`config.mk`:
```
export PLATFORM = sky130hd
export DESIGN_NAME = jpeg_segment_carver
export DESIGN_NICKNAME = d
export VERILOG_FILES = /design/src/rtl/jsc_pkg.sv /design/src/rtl/jpeg_segment_carver.sv
export VERILOG_INCLUDE_DIRS = /design/src /design/src/rtl
export SDC_FILE = /design/constraint.sdc
export NUM_CORES = 1
export LEC_CHECK = 0
export ABC_AREA = 0
export BUFFER_PORTS_ARGS = -buffer_cell sky130_fd_sc_hd__buf_2
export CELL_PAD_IN_SITES_DETAIL_PLACEMENT = 1
export CELL_PAD_IN_SITES_GLOBAL_PLACEMENT = 1
export CORE_UTILIZATION = 35
export CTS_CLUSTER_SIZE = 28
export DETAILED_ROUTE_END_ITERATION = 10
export PLACE_DENSITY = 0.75
export SETUP_SLACK_MARGIN = 0.1
export SLEW_MARGIN = 20
export SYNTH_ARGS = -nofsm -noshare
export SYNTH_HDL_FRONTEND = slang
export SYNTH_SLANG_ARGS = --single-unit
```
`constraint.sdc`:
```
create_clock -name i_clk -period 13.45 [get_ports i_clk]
set_input_delay 4.035 -clock i_clk [delete_from_list [all_inputs] [get_ports i_clk]]
set_output_delay 4.035 -clock i_clk [all_outputs]
set_load 0.03 [all_outputs]
```
`src/rtl/jpeg_segment_carver_defines.svh`:
```
// Assertion macros used by the carver top level
`ifndef JPEG_SEGMENT_CARVER_DEFINES_SVH
`define JPEG_SEGMENT_CARVER_DEFINES_SVH

// Same-cycle implication, checked out of reset
`define JSC_ASSERT_IMPLY(label, clk, rst_n, ante, cons) \
    label: assert property (@(posedge clk) disable iff (!(rst_n)) (ante) |-> (cons)) \
        else $error("jsc assertion failed");

// Next-cycle implication, checked out of reset
`define JSC_ASSERT_NEXT(label, clk, rst_n, ante, cons) \
    label: assert property (@(posedge clk) disable iff (!(rst_n)) (ante) |=> (cons)) \
        else $error("jsc assertion failed");

`endif

```
`src/rtl/jsc_pkg.sv`:
```
// Constants and codes for the JPEG segment carver
`timescale 1ns / 1ps

package jsc_pkg;

    localparam int unsigned LimitWidth   = 24;
    localparam int unsigned LengthWidth  = 25;
    localparam int unsigned CountWidth   = 32;
    localparam int unsigned VerdictWidth = 3;
    localparam int unsigned PhaseWidth   = 4;

    localparam logic [LimitWidth-1:0]  LengthLimitReset = 24'd15728640;
    localparam logic [LengthWidth-1:0] PositionMax      = 25'h1000000;

    // marker bytes
    localparam logic [7:0] MarkFf   = 8'hFF;
    localparam logic [7:0] MarkApp0 = 8'hE0;
    localparam logic [7:0] MarkExif = 8'hE1;
    localparam logic [7:0] MarkEd   = 8'hED;
    localparam logic [7:0] MarkSoi  = 8'hD8;
    localparam logic [7:0] MarkDqt  = 8'hDB;
    localparam logic [7:0] MarkEoi  = 8'hD9;

    // verdict codes
    localparam logic [VerdictWidth-1:0] VerdictNoApp    = 3'd0;
    localparam logic [VerdictWidth-1:0] VerdictExtract  = 3'd1;
    localparam logic [VerdictWidth-1:0] VerdictTooLong  = 3'd2;
    localparam logic [VerdictWidth-1:0] VerdictDataEnd  = 3'd3;
    localparam logic [VerdictWidth-1:0] VerdictNotStart = 3'd4;

    // parse phases
    localparam logic [PhaseWidth-1:0] PhIdle = 4'd0;
    localparam logic [PhaseWidth-1:0] PhSoi0 = 4'd1;
    localparam logic [PhaseWidth-1:0] PhSoi1 = 4'd2;
    localparam logic [PhaseWidth-1:0] PhMark = 4'd3;
    localparam logic [PhaseWidth-1:0] PhType = 4'd4;
    localparam logic [PhaseWidth-1:0] PhLenH = 4'd5;
    localparam logic [PhaseWidth-1:0] PhLenL = 4'd6;
    localparam logic [PhaseWidth-1:0] PhSkip = 4'd7;
    localparam logic [PhaseWidth-1:0] PhScan = 4'd8;
    localparam logic [PhaseWidth-1:0] PhDone = 4'd9;

endpackage

```
`src/rtl/jpeg_segment_carver.sv`:
```
// Top level of the JPEG segment carver: marker walker, counters and verdict register
//
// Usage:
//  Input channel (i_in_valid / o_in_stall) carries one byte of a candidate image per
//  transaction, with i_first_byte marking the start of a candidate and i_end_of_data
//  closing it. Output channel (o_out_valid / i_out_stall) carries at most one verdict
//  per input transaction, together with the image length and the running segment counts.
//  Configuration channel (i_cfg_valid / o_cfg_ready) writes length_limit; it is always
//  ready and should only be written while no candidate is in flight.
//  A verdict is registered, so it appears in the cycle after the byte that causes it.
//  Throughput: one byte per unstalled cycle; parse state is updated in the accept cycle.
//  When the receiver stalls while a verdict is pending, o_in_stall rises and holds the
//  input until that verdict is taken; the counts shown stay fixed meanwhile.
//  Reset (synchronous, active low) returns the parser to idle, clears all counts and
//  loads length_limit with 15728640.
`timescale 1ns / 1ps
`include "jpeg_segment_carver_defines.svh"

module jpeg_segment_carver (
    input  logic                                i_clk,
    input  logic                                i_rst_n,
    input  logic                                i_in_valid,
    output logic                                o_in_stall,
    input  logic [7:0]                          i_data_byte,
    input  logic                                i_first_byte,
    input  logic                                i_end_of_data,
    output logic                                o_out_valid,
    input  logic                                i_out_stall,
    output logic [jsc_pkg::VerdictWidth-1:0]    o_verdict,
    output logic [jsc_pkg::LengthWidth-1:0]     o_image_length,
    output logic [jsc_pkg::CountWidth-1:0]      o_app0_total,
    output logic [jsc_pkg::CountWidth-1:0]      o_exif_total,
    output logic [jsc_pkg::CountWidth-1:0]      o_ffed_total,
    output logic [jsc_pkg::CountWidth-1:0]      o_ffd8_total,
    output logic [jsc_pkg::CountWidth-1:0]      o_ffdb_total,
    input  logic                                i_cfg_valid,
    output logic                                o_cfg_ready,
    input  logic [jsc_pkg::LimitWidth-1:0]      i_cfg_length_limit
);

    logic [jsc_pkg::LimitWidth-1:0]   r_length_limit;
    logic [jsc_pkg::PhaseWidth-1:0]   r_phase, n_phase;
    logic [15:0]                      r_skip, n_skip;
    logic [7:0]                       r_seg_type, n_seg_type;
    logic [7:0]                       r_len_high, n_len_high;
    logic                             r_app_seen, n_app_seen;
    logic                             r_prev_ff, n_prev_ff;
    logic [jsc_pkg::LengthWidth-1:0]  r_pos, n_pos;
    logic [jsc_pkg::CountWidth-1:0]   r_app0, n_app0;
    logic [jsc_pkg::CountWidth-1:0]   r_exif, n_exif;
    logic [jsc_pkg::CountWidth-1:0]   r_ffed, n_ffed;
    logic [jsc_pkg::CountWidth-1:0]   r_ffd8, n_ffd8;
    logic [jsc_pkg::CountWidth-1:0]   r_ffdb, n_ffdb;
    logic                             r_out_valid, n_out_valid;
    logic [jsc_pkg::VerdictWidth-1:0] r_verdict, n_verdict;
    logic [jsc_pkg::LengthWidth-1:0]  r_image_length, n_image_length;

    logic                             in_accept;
    logic                             out_take;
    logic [jsc_pkg::PhaseWidth-1:0]   eff_phase;
    logic                             eff_app_seen;
    logic [jsc_pkg::LengthWidth-1:0]  eff_pos;
    logic [jsc_pkg::LengthWidth-1:0]  pos_inc;
    logic [15:0]                      seg_size;
    logic                             emit;
    logic [jsc_pkg::VerdictWidth-1:0] emit_verdict;
    logic [jsc_pkg::LengthWidth-1:0]  emit_length;

    // a pending verdict that is not being taken blocks new input
    assign o_in_stall  = r_out_valid & i_out_stall;
    assign in_accept   = i_in_valid & ~o_in_stall;
    assign out_take    = r_out_valid & ~i_out_stall;
    assign o_cfg_ready = 1'b1;

    // first byte restarts the candidate before the byte itself is parsed
    assign eff_phase    = i_first_byte ? jsc_pkg::PhSoi0 : r_phase;
    assign eff_app_seen = i_first_byte ? 1'b0 : r_app_seen;
    assign eff_pos      = i_first_byte ? '0 : r_pos;
    assign pos_inc      = eff_pos + jsc_pkg::LengthWidth'(eff_pos != jsc_pkg::PositionMax);
    assign seg_size     = {r_len_high, i_data_byte};

    always_comb begin
        n_phase      = r_phase;
        n_skip       = r_skip;
        n_seg_type   = r_seg_type;
        n_len_high   = r_len_high;
        n_app_seen   = r_app_seen;
        n_prev_ff    = r_prev_ff;
        n_pos        = r_pos;
        n_app0       = r_app0;
        n_exif       = r_exif;
        n_ffed       = r_ffed;
        n_ffd8       = r_ffd8;
        n_ffdb       = r_ffdb;
        emit         = 1'b0;
        emit_verdict = jsc_pkg::VerdictNoApp;
        emit_length  = '0;

        if (in_accept) begin
            if (i_first_byte) begin
                n_phase    = jsc_pkg::PhSoi0;
                n_skip     = '0;
                n_seg_type = '0;
                n_len_high = '0;
                n_app_seen = 1'b0;
                n_prev_ff  = 1'b0;
                n_pos      = '0;
            end

            if (eff_phase == jsc_pkg::PhIdle || eff_phase >= jsc_pkg::PhDone) begin
                // outside a candidate: byte ignored
            end else if (i_end_of_data) begin
                emit = 1'b1;
                case (eff_phase)
                    jsc_pkg::PhSoi0, jsc_pkg::PhSoi1: begin
                        emit_verdict = jsc_pkg::VerdictNotStart;
                    end
                    jsc_pkg::PhMark, jsc_pkg::PhSkip: begin
                        emit_verdict = eff_app_seen ? jsc_pkg::VerdictDataEnd
                                                    : jsc_pkg::VerdictNoApp;
                    end
                    default: begin
                        emit_verdict = jsc_pkg::VerdictDataEnd;
                    end
                endcase
            end else begin
                n_pos = pos_inc;
                case (eff_phase)
                    jsc_pkg::PhSoi0: begin
                        if (i_data_byte != jsc_pkg::MarkFf) begin
                            emit         = 1'b1;
                            emit_verdict = jsc_pkg::VerdictNotStart;
                        end else begin
                            n_phase = jsc_pkg::PhSoi1;
                        end
                    end
                    jsc_pkg::PhSoi1: begin
                        if (i_data_byte != jsc_pkg::MarkSoi) begin
                            emit         = 1'b1;
                            emit_verdict = jsc_pkg::VerdictNotStart;
                        end else begin
                            n_phase = jsc_pkg::PhMark;
                        end
                    end
                    jsc_pkg::PhMark: begin
                        if (i_data_byte == jsc_pkg::MarkFf) begin
                            n_phase = jsc_pkg::PhType;
                        end else if (eff_app_seen) begin
                            // the byte that ends the walk never counts as the FF of FF D9
                            n_prev_ff = 1'b0;
                            n_phase   = jsc_pkg::PhScan;
                        end else begin
                            emit         = 1'b1;
                            emit_verdict = jsc_pkg::VerdictNoApp;
                        end
                    end
                    jsc_pkg::PhType: begin
                        n_seg_type = i_data_byte;
                        n_phase    = jsc_pkg::PhLenH;
                    end
                    jsc_pkg::PhLenH: begin
                        n_len_high = i_data_byte;
                        n_phase    = jsc_pkg::PhLenL;
                    end
                    jsc_pkg::PhLenL: begin
                        case (r_seg_type)
                            jsc_pkg::MarkApp0: begin
                                n_app0     = r_app0 + jsc_pkg::CountWidth'(1);
                                n_app_seen = 1'b1;
                            end
                            jsc_pkg::MarkExif: begin
                                n_exif     = r_exif + jsc_pkg::CountWidth'(1);
                                n_app_seen = 1'b1;
                            end
                            jsc_pkg::MarkEd:  n_ffed = r_ffed + jsc_pkg::CountWidth'(1);
                            jsc_pkg::MarkSoi: n_ffd8 = r_ffd8 + jsc_pkg::CountWidth'(1);
                            jsc_pkg::MarkDqt: n_ffdb = r_ffdb + jsc_pkg::CountWidth'(1);
                            default: ;
                        endcase
                        // lengths below 2 skip nothing
                        if (seg_size > 16'd2) begin
                            n_skip  = seg_size - 16'd2;
                            n_phase = jsc_pkg::PhSkip;
                        end else begin
                            n_skip  = '0;
                            n_phase = jsc_pkg::PhMark;
                        end
                    end
                    jsc_pkg::PhSkip: begin
                        n_skip = r_skip - 16'd1;
                        if (r_skip == 16'd1) begin
                            n_phase = jsc_pkg::PhMark;
                        end
                    end
                    jsc_pkg::PhScan: begin
                        if (r_prev_ff && i_data_byte == jsc_pkg::MarkEoi) begin
                            emit         = 1'b1;
                            emit_length  = pos_inc;
                            emit_verdict = (pos_inc < {1'b0, r_length_limit})
                                         ? jsc_pkg::VerdictExtract
                                         : jsc_pkg::VerdictTooLong;
                        end else begin
                            n_prev_ff = (i_data_byte == jsc_pkg::MarkFf);
                        end
                    end
                    default: ;
                endcase
            end

            if (emit) begin
                n_phase = jsc_pkg::PhDone;
            end
        end
    end

    // output register: loads on a verdict, clears once taken
    always_comb begin
        n_out_valid    = r_out_valid & ~out_take;
        n_verdict      = r_verdict;
        n_image_length = r_image_length;
        if (emit) begin
            n_out_valid    = 1'b1;
            n_verdict      = emit_verdict;
            n_image_length = emit_length;
        end
    end

    always_ff @(posedge i_clk) begin
        if (!i_rst_n) begin
            r_length_limit <= jsc_pkg::LengthLimitReset;
            r_phase        <= jsc_pkg::PhIdle;
            r_skip         <= '0;
            r_seg_type     <= '0;
            r_len_high     <= '0;
            r_app_seen     <= 1'b0;
            r_prev_ff      <= 1'b0;
            r_pos          <= '0;
            r_app0         <= '0;
            r_exif         <= '0;
            r_ffed         <= '0;
            r_ffd8         <= '0;
            r_ffdb         <= '0;
            r_out_valid    <= 1'b0;
        end else begin
            if (i_cfg_valid && o_cfg_ready) begin
                r_length_limit <= i_cfg_length_limit;
            end
            r_phase     <= n_phase;
            r_skip      <= n_skip;
            r_seg_type  <= n_seg_type;
            r_len_high  <= n_len_high;
            r_app_seen  <= n_app_seen;
            r_prev_ff   <= n_prev_ff;
            r_pos       <= n_pos;
            r_app0      <= n_app0;
            r_exif      <= n_exif;
            r_ffed      <= n_ffed;
            r_ffd8      <= n_ffd8;
            r_ffdb      <= n_ffdb;
            r_out_valid <= n_out_valid;
        end
    end

    always_ff @(posedge i_clk) begin
        r_verdict      <= n_verdict;
        r_image_length <= n_image_length;
    end

    // counts only move on segment length bytes, never while a verdict is pending
    assign o_out_valid    = r_out_valid;
    assign o_verdict      = r_verdict;
    assign o_image_length = r_image_length;
    assign o_app0_total   = r_app0;
    assign o_exif_total   = r_exif;
    assign o_ffed_total   = r_ffed;
    assign o_ffd8_total   = r_ffd8;
    assign o_ffdb_total   = r_ffdb;

    `JSC_ASSERT_IMPLY(a_pending_means_done, i_clk, i_rst_n,
        r_out_valid, r_phase == jsc_pkg::PhDone)
    `JSC_ASSERT_IMPLY(a_skip_nonzero, i_clk, i_rst_n,
        r_phase == jsc_pkg::PhSkip, r_skip != 16'd0)
    `JSC_ASSERT_IMPLY(a_length_on_extract, i_clk, i_rst_n,
        r_out_valid && (r_verdict == jsc_pkg::VerdictExtract ||
                        r_verdict == jsc_pkg::VerdictTooLong),
        r_image_length != '0)
    `JSC_ASSERT_NEXT(a_verdict_follows_emit, i_clk, i_rst_n,
        emit, r_out_valid && r_phase == jsc_pkg::PhDone)

endmodule

```
Word level (Yosys, flattened, before mapping)

Index checks and enable logic that the tools add are counted.

Register bits after elaboration: 276
Input port bits: 39
Output and inout port bits: 191
Word-level logic and storage cells: 129

Add/subtract/negate cells: 8
Magnitude comparators: 3
Equal/unequal tests: 19
Muxes and demuxes: 58
Bitwise gates (word level): 12
Reduce and logical (&&, ||, !) cells: 13

Operators with widths:

| operator              | count |
|---|---|
| $add 32x1->32 const B | 5 |
| $mux 25               | 3 |
| $mux 16               | 4 |
| $mux 8                | 8 |
| $eq 8x8->1 const B    | 7 |
| $mux 4                | 9 |
| $pmux 16 s2           | 1 |
| $pmux 4 s7            | 1 |
| $add 25x1->25         | 1 |
| $lt 25x24->1          | 1 |
| $ne 25x25->1 const B  | 1 |
| $reduce_and 5->1      | 5 |
| $mux 1                | 21 |
| $eq 16x1->1 const B   | 1 |
| $eq 4x3->1 const B    | 4 |
| $gt 16x2->1 const B   | 1 |
| $ne 8x8->1 const B    | 2 |
| $sub 16x1->16 const B | 1 |
| $sub 16x2->16 const B | 1 |
| $mux 3                | 4 |
| $pmux 3 s3            | 1 |
| $eq 4x2->1 const B    | 2 |
| $not 1->1             | 8 |
| $reduce_or 2->1       | 4 |
| 12 further kinds      | 17 |

Logic depth before layout (Yosys ltp)

Depth in word-level cells: 9
Gate-level depth with buffers: 21
Depth with buffers taken out: 18

Least setup slack after synthesis

OpenSTA, ideal clock, no wires.

Path type: input port to output port
From: in i_out_stall
To: out o_in_stall
Arrival: 4.343 ns
Required time: 9.415 ns
Path slack: 5.072 ns
Cell stages on the path: 1
Path buffers: 0
Cell sequence: and2_1

Longest elaborated chain between the ends: 1

Ends and longest elaborated chain:

| what            | line                      | text |
|---|---|---|
| start, declared | jpeg_segment_carver.sv:28 | `input logic i_out_stall,` |
| $and 1x1->1     | jpeg_segment_carver.sv:70 | `assign o_in_stall = r_out_valid & i_out_stall;` |
| end, declared   | jpeg_segment_carver.sv:23 | `output logic o_in_stall,` |

Every way passes these cells.

Final worst setup path

From: in i_first_byte
To: reg r_verdict, in the netlist o_verdict[1], data pin

Longest elaborated chain between the ends: 8
Elaborated cells between the ends (all ways): 23
Classes of those cells: add/sub (1); order compare (2); eq/ne (6); mux (9); reduce/logical (5)

Ends and longest elaborated chain:

| what                  | line                       | text |
|---|---|---|
| start, declared       | jpeg_segment_carver.sv:25  | `input logic i_first_byte,` |
| $mux 25 *             | jpeg_segment_carver.sv:78  | `assign eff_pos = i_first_byte ? '0 : r_pos;` |
| $ne 25x25->1          | jpeg_segment_carver.sv:79  | `assign pos_inc = eff_pos + jsc_pkg::LengthWidth'(eff_pos != jsc_pkg::PositionMax);` |
| $add 25x1->25 *       | jpeg_segment_carver.sv:79  |  |
| via pos_inc (one bit) | jpeg_segment_carver.sv:63  | `logic [jsc_pkg::LengthWidth-1:0] pos_inc;` |
| $lt 25x24->1 *        | jpeg_segment_carver.sv:199 | `emit_verdict = (pos_inc < {1'b0, r_length_limit})` |
| $mux 2 *              | jpeg_segment_carver.sv:200 | `? jsc_pkg::VerdictExtract` |
| $mux 2 *              | jpeg_segment_carver.sv:196 | `if (r_prev_ff && i_data_byte == jsc_pkg::MarkEoi) begin` |
| $pmux 3 s3 *          | jpeg_segment_carver.sv:128 | `case (eff_phase)` |
| $mux 3 *              | jpeg_segment_carver.sv:112 | `end else if (i_end_of_data) begin` |
| end signal, assigned  | jpeg_segment_carver.sv:265 | `r_verdict <= n_verdict;` |
| end, declared         | jpeg_segment_carver.sv:55  | `logic [jsc_pkg::VerdictWidth-1:0] r_verdict, n_verdict;` |

The timed path passes the listed nets; every way through them passes the cells marked *.
A chain may end at the register's enable or synchronous reset.

==> flow_metrics.py <==
metrics = {
    "critical_path": {
        "cp.required_ns": 13.70,
        "r2r.worst_path.cells": 18,
        "r2r_end": "o_verdict[1]",
        "cp_max_fo": 71,
        "r2r_slack_ns": 8.34,
        "arrival_ns": 9.46,
        "crit_path_end_kind": "register",
        "critical_path_class": "input port to register",
        "cp-start-kind": "input port",
        "rr_startpoint": "r_pos[8]",
    },
    "floorplan": {
        "fp.dieW_um": 204,
        "num_rows": 73,
        "dieArea_um2": 41500,
        "core-area_um2": 39900,
        "initial_core_util_pct": 35.6,
        "io_pins": 230,
        "die_y_um": 204,
    },
    "global_route": {
        "antenna_found_initial": 0,
        "grt_max_degree": 81,
        "track_usage_pct": 21.5,
        "grt_remaining_overflow": 0,
        "first_global_vias": 14000,
        "grt_pass1_wl_mm": 72.7,
    },
    "detailed_routing": {
        "via_per_inst": 5.55,
        "drc": 0,
        "routed_wl_mm": 45.2,
        "drt-pass1-iter-count": 5,
        "drt_iter0_drc": 581,
        "vias": 13600,
        "drtAntennaViolNets": 0,
        "wl_per_cell_um": 18.5,
    },
    "timing": {
        "rsz0062_at_grt": "false",
        "skew_ns": 0.0148,
        "finalSetupTns_ns": 0,
        "fin_crit_sh_pct": 68.5,
        "report.final.slew_viol_count": 0,
        "setup_viol": 0,
        "max_clock_freq_mhz": 109,
        "max-slew-margin-rel_pct": 25.9,
        "tightest_slew_ns": 1.10,
        "hold_violations": 0,
        "fin_crit_ns": 9.21,
    },
    "outcome": {
        "outcome": "completed",
    },
    "placed_design": {
        "port_buffers": 228,
        "dp_hpwl_mm": 32.1,
        "gp_congestion": 0.877,
    },
    "final_layout": {
        "final-seq-area_um2": 5810,
        "area_delta_synth_final_pct": 18.2,
        "multi_input_area_um2": 7770,
        "layout.nets": 1966,
        "fill_cells": 4816,
        "drive_gt1_share_pct": 16.1,
    },
    "power_and_ir_drop": {
        "power_density_nw_per_um2": 112,
        "p_int_uw": 1440,
        "seq_power_share_pct": 45.1,
        "total_power_uw": 1880,
        "switchingPower_uw": 447,
        "p_comb_share_pct": 5.7,
        "power_frac_clock_pct": 49.2,
        "ir_worst_vdd_mv": 0.0891,
        "power_leakage_uw": 0.00629,
        "sw_frac_of_total_pct": 23.7,
    },
    "synth": {
        "syn-mean-instance-area_um2": 8.26,
        "synth_cells": 1722,
        "async_flop_share_pct": 0,
        "yosysUniqueCellTypes": 75,
        "ys_seq_elements": 276,
        "ys.flop_type": "dfxtp_1",
        "synth_edf_count": 28,
        "synth_nets": 1794,
        "synth_area_um2": 14200,
        "yosysWarnings": 0,
        "ys_seq_area_share_pct": 40.8,
    },
    "flow_run": {
        "drv_cap": 0,
    },
    "worst_hold_path": {
        "hold_class": "register to register",
        "min-delay-start": "r_prev_ff",
        "hold_depth": 2,
        "holdPathEnd": "r_prev_ff",
    },
    "clock_network": {
        "clock-root-buffer": "clkbuf_16",
        "cts_max_level": 2,
        "cts_made_buffers": 35,
        "ctsResizeCount": 0,
        "path_clk_slew_ns": 0.06,
        "clk_latency_ns": 0.53,
        "cts_hold_buf": 0,
        "clock_sink_count": 276,
        "clockBufferDepth": 3,
        "cts_tree": "built",
        "postCtsSetupRepairBufs": 0,
    },
}
## cells by family (layout without fill, tap and decap cells)
kind of cell	after synthesis	count (layout)	share of synthesized area (%)
AOI/OAI and AO/OA	298	298	13.2
DFF	276	276	40.8
adders and majority gates	33	33	2.90
and+or+nand+nor	787	787	28.4
other	1	2	0.0264
muxes	24	24	1.69
buffers and inverters	167	363	4.59
xor gates and xnor gates	136	136	8.37
## cell usage after synthesis (5+ instances only)
cell,number,area (um^2)
and4_1,15,131
a21oi_1,83,415
a22oi_1,32,240
o22ai_1,9,56.3
mux2i_1,24,240
o21a_1,8,60.1
and3_1,28,175
or4_1,17,128
and2_1,24,150
ha_1,33,413
or3_1,52,325
nand2b_1,10,62.6
o211ai_1,5,37.5
a32o_1,8,80.1
clkbuf_1,87,327
nor3_1,60,300
a211oi_1,8,60.1
buf_1,8,30.0
nor2_1,228,856
inv_1,63,236
nor4_1,58,363
o31ai_1,17,128
buf_2,6,30.0
xor2_1,49,429
a31oi_1,6,37.5
nand2_1,113,424
dfxtp_1,248,4960
edfxtp_1,28,841
nand3_1,78,390
nand4_1,64,400
o21ai_0,79,395
xnor2_1,87,762
nor2b_1,12,75.1
## how the worst max path moves through the flow
stage	from	to	slack, ns
CTS	i_first_byte	o_verdict[1]	4.33
floorplan	i_out_stall	o_in_stall	5.07
global placement	i_first_byte	o_verdict[1]	4.10
detailed placement	i_first_byte	o_verdict[1]	3.82
global route	i_first_byte	o_verdict[1]	3.79
finish	i_first_byte	o_verdict[1]	4.24
## area by class of cell
class / instances / share of cell area (%)
Multi-Input combinational cell: 1279 / 46.2
Clock buffer: 52 / 5.88
Clock inverter: 9 / 0.737
Timing Repair Buffer: 239 / 7.28
Sequential cell: 276 / 34.5
Tap cell: 525 / 3.91
Inverter: 63 / 1.44
Antenna cell: 1 / 0.0149
## stage by stage
stage	util (%)	cell area (um^2)	setup WS (ns)	cells	hold slack, ns
after CTS	42.1	16800	4.33	2443	0.480
after detailed placement	39.3	15700	3.82	2382	0.470
after floorplan	-	14200	5.07	1722	0.444
final	42.1	16800	4.24	2444	0.474
after global placement	39.3	15700	4.10	2382	0.452
after global routing	42.1	16800	3.79	2443	0.507
## worst max-delay path, cell delays in order
cell and delay, ns:
buf_2 0.08, buf_4 0.55, inv_1 0.39, nand3_1 0.20, nor4_1 0.07, nand4_1 0.14
ha_1 0.24, nand3_1 0.18, nor4_1 0.86, nor2b_1 0.52, and3_1 0.28, xnor2_1 0.15
nor2_1 0.07, ha_1 0.21, a21o_1 0.19, a2111oi_0 0.39, o21ai_0 0.25, a211oi_1 0.30
o22a_1 0.22, o21ai_0 0.09
## sequential cells by signal, summed over array words and instances (netlist names)
register / cells
o_out_valid: 1
o_app0_total: 32
r_prev_ff: 1
o_ffdb_total: 32
r_length_limit: 24
o_exif_total: 32
o_ffed_total: 32
r_seg_type: 8
r_len_high: 8
o_image_length: 25
o_ffd8_total: 32
r_pos: 25
o_verdict: 3
r_skip: 16
r_phase: 4
r_app_seen: 1
## per-layer routing
metal	up-vias	share of wire (%)	GRT usage, %
met4	0	2.4	7.44
met1	6691	43	25.9
met3	69	5.5	4.86
met2	271	49	37.2
li1	6524	-	-
met5	-	0	0
## power groups by stage
stage / sequential (uW) / combinational (uW) / clock [uW]
global route: 851 / 116 / 985
CTS: 850 / 108 / 956
floorplan: 878 / 61.8 / 0
detailed placement: 868 / 108 / 0
finish: 851 / 107 / 927
global placement: 868 / 105 / 0
## placed cells by master (no fill, tap or decap), drive strengths merged, types with 5 or more instances in the layout
cell type	count
nand3	79
a21oi	83
and2	26
o31ai	17
o22ai	9
xor2	49
clkbuf	52
nor2b	12
nor2	228
or3	52
ha	33
nand2	113
inv	64
a211oi	8
a31oi	6
nor3	61
nand4	64
nor4	62
o21a	8
edfxtp	28
o211ai	5
clkinv	5
or4	18
and4	15
o21ai	82
dfxtp	248
xnor2	87
a32o	8
mux2i	24
nand2b	10
and3	28
a22oi	32
buf	239
(Power assumes the default switching activity.)
